### src/hw/rtl/asoa_pkg.sv
`timescale 1ns / 1ps

package asoa_pkg;

    // averaging and storage sizes
    localparam int SAMPLE_SHIFT = 4;
    localparam int SLOTS        = 8;

    // field widths
    localparam int SAMPLE_W  = 10;
    localparam int AVG_W     = 10;
    localparam int SLOT_W    = 3;
    localparam int MUX_W     = 5;
    localparam int CNT_W     = 7;
    localparam int SUM_W     = 16;
    localparam int SCOUNT_W  = 4;
    localparam int CHLIST_W  = 40;
    localparam int CFG_IDX_W = 1;

    // samples summed per average
    localparam int OSR = 1 << SAMPLE_SHIFT;

    // opcodes
    localparam logic OP_SAMPLE = 1'b0;
    localparam logic OP_READ   = 1'b1;

    // configuration register indexes
    localparam logic [CFG_IDX_W-1:0] REG_SLOT_COUNT   = 1'b0;
    localparam logic [CFG_IDX_W-1:0] REG_CHANNEL_LIST = 1'b1;

    // write of one slot average into the store
    typedef struct packed {
        logic              we;
        logic [SLOT_W-1:0] slot;
        logic [AVG_W-1:0]  value;
    } store_wr_t;

endpackage

### src/hw/rtl/asoa_avg_store.sv
`timescale 1ns / 1ps

module asoa_avg_store
(
    input  logic                           clk,
    input  logic                           rst_n,
    input  asoa_pkg::store_wr_t            wr,
    input  logic [asoa_pkg::SLOT_W-1:0]    read_slot,
    output logic [asoa_pkg::AVG_W-1:0]     read_value
);

    logic [asoa_pkg::AVG_W-1:0] avg_reg [asoa_pkg::SLOTS];

    // per-slot average registers, zero after reset
    always_ff @(posedge clk or negedge rst_n)
    begin
        if (!rst_n)
        begin
            for (int i = 0; i < asoa_pkg::SLOTS; i++)
            begin
                avg_reg[i] <= '0;
            end
        end
        else if (wr.we)
        begin
            avg_reg[wr.slot] <= wr.value;
        end
    end

    // slots outside the store read as zero
    always_comb
    begin
        if ({1'b0, read_slot} < (asoa_pkg::SLOT_W + 1)'(asoa_pkg::SLOTS))
        begin
            read_value = avg_reg[read_slot];
        end
        else
        begin
            read_value = '0;
        end
    end

endmodule

### src/hw/rtl/asoa_accum.sv
`timescale 1ns / 1ps

module asoa_accum
(
    input  logic                             clk,
    input  logic                             rst_n,
    input  logic                             step,
    input  logic                             is_sample,
    input  logic [asoa_pkg::SAMPLE_W-1:0]    sample,
    input  logic [asoa_pkg::SCOUNT_W-1:0]    slot_count,
    input  logic [asoa_pkg::CHLIST_W-1:0]    channel_list,
    output asoa_pkg::store_wr_t              wr,
    output logic [asoa_pkg::MUX_W-1:0]       mux_channel,
    output logic                             average_done,
    output logic [asoa_pkg::SLOT_W-1:0]      done_slot
);

    logic [asoa_pkg::SLOT_W-1:0]   slot_reg;
    logic [asoa_pkg::SLOT_W-1:0]   slot_next;
    logic [asoa_pkg::CNT_W-1:0]    cnt_reg;
    logic [asoa_pkg::CNT_W-1:0]    cnt_next;
    logic [asoa_pkg::SUM_W-1:0]    sum_reg;
    logic [asoa_pkg::SUM_W-1:0]    sum_next;
    logic [asoa_pkg::SCOUNT_W-1:0] eff_count;
    logic [asoa_pkg::SCOUNT_W-1:0] slot_inc;
    logic [asoa_pkg::SLOT_W-1:0]   slot_adv;
    logic                          filling;
    logic                          finish;

    // clamp slot count into one..SLOTS
    always_comb
    begin
        if (slot_count == '0)
        begin
            eff_count = asoa_pkg::SCOUNT_W'(1);
        end
        else if (slot_count > asoa_pkg::SCOUNT_W'(asoa_pkg::SLOTS))
        begin
            eff_count = asoa_pkg::SCOUNT_W'(asoa_pkg::SLOTS);
        end
        else
        begin
            eff_count = slot_count;
        end
    end

    // round-robin advance, wraps after the last scanned slot
    assign slot_inc = {1'b0, slot_reg} + asoa_pkg::SCOUNT_W'(1);
    assign slot_adv = (slot_inc < eff_count) ? slot_inc[asoa_pkg::SLOT_W-1:0] : '0;

    assign filling = cnt_reg < asoa_pkg::CNT_W'(asoa_pkg::OSR);
    assign finish  = is_sample && !filling;

    // next state of the sequencer for this item
    always_comb
    begin
        slot_next = slot_reg;
        cnt_next  = cnt_reg;
        sum_next  = sum_reg;
        if (is_sample)
        begin
            if (filling)
            begin
                cnt_next = cnt_reg + asoa_pkg::CNT_W'(1);
                sum_next = sum_reg + asoa_pkg::SUM_W'(sample);
            end
            else
            begin
                cnt_next  = '0;
                sum_next  = '0;
                slot_next = slot_adv;
            end
        end
    end

    always_ff @(posedge clk or negedge rst_n)
    begin
        if (!rst_n)
        begin
            slot_reg <= '0;
            cnt_reg  <= '0;
            sum_reg  <= '0;
        end
        else if (step)
        begin
            slot_reg <= slot_next;
            cnt_reg  <= cnt_next;
            sum_reg  <= sum_next;
        end
    end

    // store the mean of the finished slot
    assign wr.we    = step && finish;
    assign wr.slot  = slot_reg;
    assign wr.value = sum_reg[asoa_pkg::SAMPLE_SHIFT +: asoa_pkg::AVG_W];

    // result fields, channel shown is the one after any advance
    assign mux_channel  = channel_list[asoa_pkg::MUX_W * int'(slot_next) +: asoa_pkg::MUX_W];
    assign average_done = finish;
    assign done_slot    = finish ? slot_reg : '0;

endmodule

### src/hw/rtl/adc_scan_oversample_averager.sv
`timescale 1ns / 1ps

// channel  | handshake              | payload
// ---------+------------------------+------------------------------------------------
// in       | in_valid / in_ready    | opcode, sample, read_slot
// out      | out_valid / out_ready  | mux_channel, read_value, average_done, done_slot
// cfg      | cfg_valid / cfg_ready  | cfg_index, cfg_data
//
// one item per cycle sustained while out_ready is high; an item passes through
// the input register and then the result register
// the sequencer and average store update as an item moves into the result register
// reset clears slot averages, sum, count and current slot; slot_count resets to 1
// a stalled result holds, and the input register takes an item behind it only while empty
// cfg_ready is always high

module adc_scan_oversample_averager
(
    input  logic                              clk,
    input  logic                              rst_n,

    input  logic                              in_valid,
    output logic                              in_ready,
    input  logic                              opcode,
    input  logic [asoa_pkg::SAMPLE_W-1:0]     sample,
    input  logic [asoa_pkg::SLOT_W-1:0]       read_slot,

    output logic                              out_valid,
    input  logic                              out_ready,
    output logic [asoa_pkg::MUX_W-1:0]        mux_channel,
    output logic [asoa_pkg::AVG_W-1:0]        read_value,
    output logic                              average_done,
    output logic [asoa_pkg::SLOT_W-1:0]       done_slot,

    input  logic                              cfg_valid,
    output logic                              cfg_ready,
    input  logic [asoa_pkg::CFG_IDX_W-1:0]    cfg_index,
    input  logic [asoa_pkg::CHLIST_W-1:0]     cfg_data
);

    logic [asoa_pkg::SCOUNT_W-1:0] slot_count_reg;
    logic [asoa_pkg::CHLIST_W-1:0] channel_list_reg;

    logic                          iv_reg;
    logic                          op_reg;
    logic [asoa_pkg::SAMPLE_W-1:0] sample_reg;
    logic [asoa_pkg::SLOT_W-1:0]   rslot_reg;

    logic                          ov_reg;
    logic [asoa_pkg::MUX_W-1:0]    mux_reg;
    logic [asoa_pkg::AVG_W-1:0]    rval_reg;
    logic                          done_reg;
    logic [asoa_pkg::SLOT_W-1:0]   dslot_reg;

    logic                          out_free;
    logic                          move;
    logic                          is_sample;
    asoa_pkg::store_wr_t           wr;
    logic [asoa_pkg::MUX_W-1:0]    mux_c;
    logic                          done_c;
    logic [asoa_pkg::SLOT_W-1:0]   dslot_c;
    logic [asoa_pkg::AVG_W-1:0]    store_rd;

    // configuration registers
    assign cfg_ready = 1'b1;

    always_ff @(posedge clk or negedge rst_n)
    begin
        if (!rst_n)
        begin
            slot_count_reg   <= asoa_pkg::SCOUNT_W'(1);
            channel_list_reg <= '0;
        end
        else if (cfg_valid && cfg_ready)
        begin
            case (cfg_index)
                asoa_pkg::REG_SLOT_COUNT:
                begin
                    slot_count_reg <= cfg_data[asoa_pkg::SCOUNT_W-1:0];
                end
                asoa_pkg::REG_CHANNEL_LIST:
                begin
                    channel_list_reg <= cfg_data;
                end
                default:
                begin
                end
            endcase
        end
    end

    // pipeline flow control
    assign out_free  = !ov_reg || out_ready;
    assign move      = iv_reg && out_free;
    assign in_ready  = !iv_reg || out_free;
    assign is_sample = (op_reg == asoa_pkg::OP_SAMPLE);

    // input register
    always_ff @(posedge clk or negedge rst_n)
    begin
        if (!rst_n)
        begin
            iv_reg <= 1'b0;
        end
        else if (in_ready)
        begin
            iv_reg <= in_valid;
        end
    end

    always_ff @(posedge clk)
    begin
        if (in_valid && in_ready)
        begin
            op_reg     <= opcode;
            sample_reg <= sample;
            rslot_reg  <= read_slot;
        end
    end

    asoa_accum u_accum
    (
        .clk          (clk),
        .rst_n        (rst_n),
        .step         (move),
        .is_sample    (is_sample),
        .sample       (sample_reg),
        .slot_count   (slot_count_reg),
        .channel_list (channel_list_reg),
        .wr           (wr),
        .mux_channel  (mux_c),
        .average_done (done_c),
        .done_slot    (dslot_c)
    );

    asoa_avg_store u_store
    (
        .clk        (clk),
        .rst_n      (rst_n),
        .wr         (wr),
        .read_slot  (rslot_reg),
        .read_value (store_rd)
    );

    // result register
    always_ff @(posedge clk or negedge rst_n)
    begin
        if (!rst_n)
        begin
            ov_reg <= 1'b0;
        end
        else if (out_free)
        begin
            ov_reg <= iv_reg;
        end
    end

    always_ff @(posedge clk)
    begin
        if (move)
        begin
            mux_reg   <= mux_c;
            rval_reg  <= is_sample ? '0 : store_rd;
            done_reg  <= done_c;
            dslot_reg <= dslot_c;
        end
    end

    assign out_valid    = ov_reg;
    assign mux_channel  = mux_reg;
    assign read_value   = rval_reg;
    assign average_done = done_reg;
    assign done_slot    = dslot_reg;

endmodule

### config.mk
export PLATFORM = sky130hd
export DESIGN_NAME = adc_scan_oversample_averager
export DESIGN_NICKNAME = d
export VERILOG_FILES = /design/src/hw/rtl/asoa_pkg.sv /design/src/hw/rtl/asoa_avg_store.sv /design/src/hw/rtl/asoa_accum.sv /design/src/hw/rtl/adc_scan_oversample_averager.sv
export SDC_FILE = /design/constraint.sdc
export NUM_CORES = 1
export LEC_CHECK = 0
export BUFFER_PORTS_ARGS = -buffer_cell sky130_fd_sc_hd__buf_2
export CORE_MARGIN = 4
export CORE_UTILIZATION = 60
export CTS_BUF_LIST = sky130_fd_sc_hd__clkbuf_4 sky130_fd_sc_hd__clkbuf_8 sky130_fd_sc_hd__clkbuf_16
export CTS_CLUSTER_SIZE = 20
export DETAILED_ROUTE_END_ITERATION = 7
export PLACE_DENSITY = 0.8
export SYNTH_ARGS = -nofsm -noshare
export SYNTH_HDL_FRONTEND = slang
export SYNTH_SLANG_ARGS = --single-unit
### constraint.sdc
create_clock -name clk -period 3.55 [get_ports clk]
set_input_delay 0.5325 -clock clk [delete_from_list [all_inputs] [get_ports clk]]
set_output_delay 0.5325 -clock clk [all_outputs]
set_load 0.005 [all_outputs]
==> flow_metrics.tcl <==
set metrics [dict create \
    largest_reg_flops 80 \
    vias 5879 \
    drtPass1Iterations 5 \
    cts_root_buf "clkbuf_16" \
    wl_met3_um 930 \
    cts_tree "done" \
    dp.final_hpwl_um 13100 \
    routed_wl_um 19400 \
    switching_share 0.298 \
    cts_setup_buffers 0 \
    diodes 0 \
    area.growth.synth_to_final_pct 13.1 \
    antenna_found_initial 0 \
    status "completed" \
    finalSetupViolCount 0 \
    synth_cells 678 \
    grt_pass1_wl_um 32200 \
    io_buffers 80 \
    synth-edff-count 33 \
    cp_max_fo 41 \
    rrSetupSlack_ns 0.56 \
    synth.avg_cell_area_um2 13.5 \
    timing.fmax_mhz 335 \
    drc 0 \
    avgViaCountPerCell 6.18 \
    r2r_cells 10 \
    arrival_ns 3.18 \
    end_kind "flop" \
    critPathKind "flop to flop" \
    syn-cell-area_mm2 0.00914 \
    ys_types 61 \
    numClockSinks 183 \
    wl_met1_um 8440 \
    fin_area_mm2 0.0103 \
    ys_ff_latch 183 \
    yosys-mux-area-fraction 0.267 \
    ys_warn_count 0 \
    worst_pin_slew_ns 1.00 \
    place_congestion 0.828 \
    core_area_mm2 0.0148 \
    max_slew_margin 0.331 \
    clkLatencyLatePin_ns 0.44 \
    synthSimpleGateAreaFrac 0.0864 \
    avgRoutedWirePerCell_um 20.4 \
    synth_xor_area_frac 0.0134 \
    rr_endpoint "mux_channel[2]" \
    io_pins 82 \
    switchingPower_mw 1.68 \
    vdd_drop_max_mv 0.398 \
    path_clk_slew_ns 0.06 \
    synth_async_sr_flop_share 0.820 \
    track_usage 0.235 \
    ys.flop_type "dfrtp_1" \
    synth_top_family_by_area "multiplexers" \
    drtAntennaViolNets 0 \
    drt_iter0_drc 360 \
    htree_levels 4 \
    tns_ns 0 \
    cp_data_required_time_ns 3.74 \
    cts_resized 0 \
    rsz0062_at_grt "false" \
    fin_nets 830 \
    cts_max_path_buffers 2 \
    die_w_um 131 \
    hold_violations 0 \
    leakage_nw 4.82 \
    layout-drive-gt1-share 0.404 \
    grt_overflow 0 \
    yosysSeqAreaShare 0.519 \
    numCtsBuffers 17 \
    utilization 0.700 \
    cap_violations 0 \
    synthAdderAreaFrac 0.0227 \
    n_fill_cell 995 \
    rr_startpoint "u_accum.slot_reg[0]" \
    grt_max_degree 72 \
    layout.cells.non_filler 951 \
    grt_pass1_vias 6273 \
    power_mw 5.63 \
    dr.max_layer_used "met4" \
    internal-power_mw 3.96 \
    start_util 0.620 \
    wl_met2_um 9730 \
    dpl-instance-area_mm2 0.00974 \
    skew_ns 0.00704 \
    p_per_area_mw_per_mm2 545 \
    ctsHoldBuffers 0 \
    hold_path_class "primary input to asynchronous set/reset pin" \
    synth-compound-area-share 0.0647 \
    comb_power_share 0.197 \
    dp_cells 919 \
    die-area_mm2 0.0173 \
    period_share 0.842 \
    syn-num-nets 754 \
    rows 44 \
    pwr-share-seq 0.466 \
    start_kind "flop" \
    clkPwrFrac 0.337 \
    post-route-min-period_ns 2.99 \
    drv_slew 0 \
    die_h_um 131 \
]
-- through the flow --
| stage | worst slack, ns | hold slack, ns |
|---|---|---|
| 2_1_floorplan | 0.333 | 0.237 |
| 3_3_place_gp | 0.743 | 0.453 |
| 3_5_place_dp | 0.588 | 0.471 |
| 4_1_cts | 0.565 | 0.109 |
| 5_1_grt | 0.384 | 0.128 |
| 6_report | 0.561 | 0.0934 |
-- cells in the final DEF (no fill, tap or decap), types with 20 or more instances in the layout --
master	n
a21oi_1	25
and4_1	20
buf_2	79
dfrtp_1	149
edfxtp_1	33
mux2_2	98
mux2_4	34
mux2i_1	20
mux4_2	20
nand2_1	55
nor2_1	25
-- logic make-up (layout without fill, tap and decap cells) --
logic type	after synthesis	in the layout
AO/OA/AOI/OAI	80	80
XOR/XNOR	14	14
adder cells (fa/ha/maj)	16	16
buffers and inverters	52	141
flip-flops	183	183
multiplexers	188	188
other	1	1
AND/OR/NAND/NOR	144	144
-- routing by layer --
metal / global-route usage / up-vias
met5: 0 / -
met4: 0.0677 / 0
met3: 0.0600 / 36
met2: 0.397 / 176
met1: 0.304 / 3014
li1: - / 2653
-- worst max-delay path by stage --
stage                   startpoint             end  slack [ns]  depth (start not counted)
6_report       u_accum.slot_reg[0]  mux_channel[2]        0.56                         10
5_1_grt        u_accum.slot_reg[0]  mux_channel[4]        0.38                         10
4_1_cts        u_accum.slot_reg[0]  mux_channel[2]        0.56                         10
3_5_place_dp   u_accum.slot_reg[0]  mux_channel[2]        0.59                         10
3_3_place_gp   u_accum.slot_reg[0]  mux_channel[0]        0.74                         10
2_1_floorplan  u_accum.slot_reg[0]  mux_channel[0]        0.33                         11
-- cell type report --
type	count	area (um2)	area share
Timing Repair Buffer	98	542	0.0524
Multi-Input combinational cell	443	4170	0.404
Clock buffer	23	512	0.0495
Clock inverter	9	86.3	0.00835
Sequential cell	183	4750	0.459
Inverter	11	46.3	0.00448
Tap cell	184	230	0.0223
-- cell usage after synthesis (4+ instances only) --
| master | count | area (um2) |
|---|---|---|
| and4_1 | 20 | 175 |
| o21ai_0 | 14 | 70.1 |
| o31ai_1 | 5 | 37.5 |
| a211oi_1 | 7 | 52.6 |
| mux2_1 | 16 | 180 |
| nand4_1 | 4 | 25.0 |
| nand3_1 | 7 | 35.0 |
| dfrtp_1 | 149 | 3730 |
| nor2_1 | 25 | 93.8 |
| ha_1 | 15 | 188 |
| mux2_4 | 34 | 510 |
| mux2i_1 | 20 | 200 |
| mux2_2 | 98 | 1100 |
| a211oi_2 | 14 | 175 |
| mux4_2 | 20 | 450 |
| and3_1 | 4 | 25.0 |
| inv_1 | 8 | 30.0 |
| buf_2 | 6 | 30.0 |
| xor2_1 | 7 | 61.3 |
| a21oi_1 | 25 | 125 |
| clkbuf_1 | 29 | 109 |
| nor3_1 | 6 | 30.0 |
| nand2_1 | 55 | 206 |
| edfxtp_1 | 33 | 991 |
| xnor2_1 | 7 | 61.3 |
-- power by group through the flow --
stage / registers [mW] / logic (mW) / clock network, mW
2_1_floorplan: 2.53 / 0.862 / 0
4_1_cts: 2.62 / 1.11 / 1.92
6_report: 2.63 / 1.11 / 1.90
3_5_place_dp: 2.66 / 1.09 / 0
5_1_grt: 2.66 / 1.23 / 2.02
3_3_place_gp: 2.63 / 1.02 / 0
-- worst max-delay path: stages (launching register included) --
cell	delay (ns)
dfrtp_1	0.36
buf_4	0.39
and3_1	0.23
ha_1	0.28
o211a_1	0.17
a211oi_4	0.16
buf_4	0.37
a21oi_1	0.13
a211oi_1	0.26
mux2i_1	0.11
mux2_2	0.27
No activity file was read; power rests on OpenSTA's default activity.
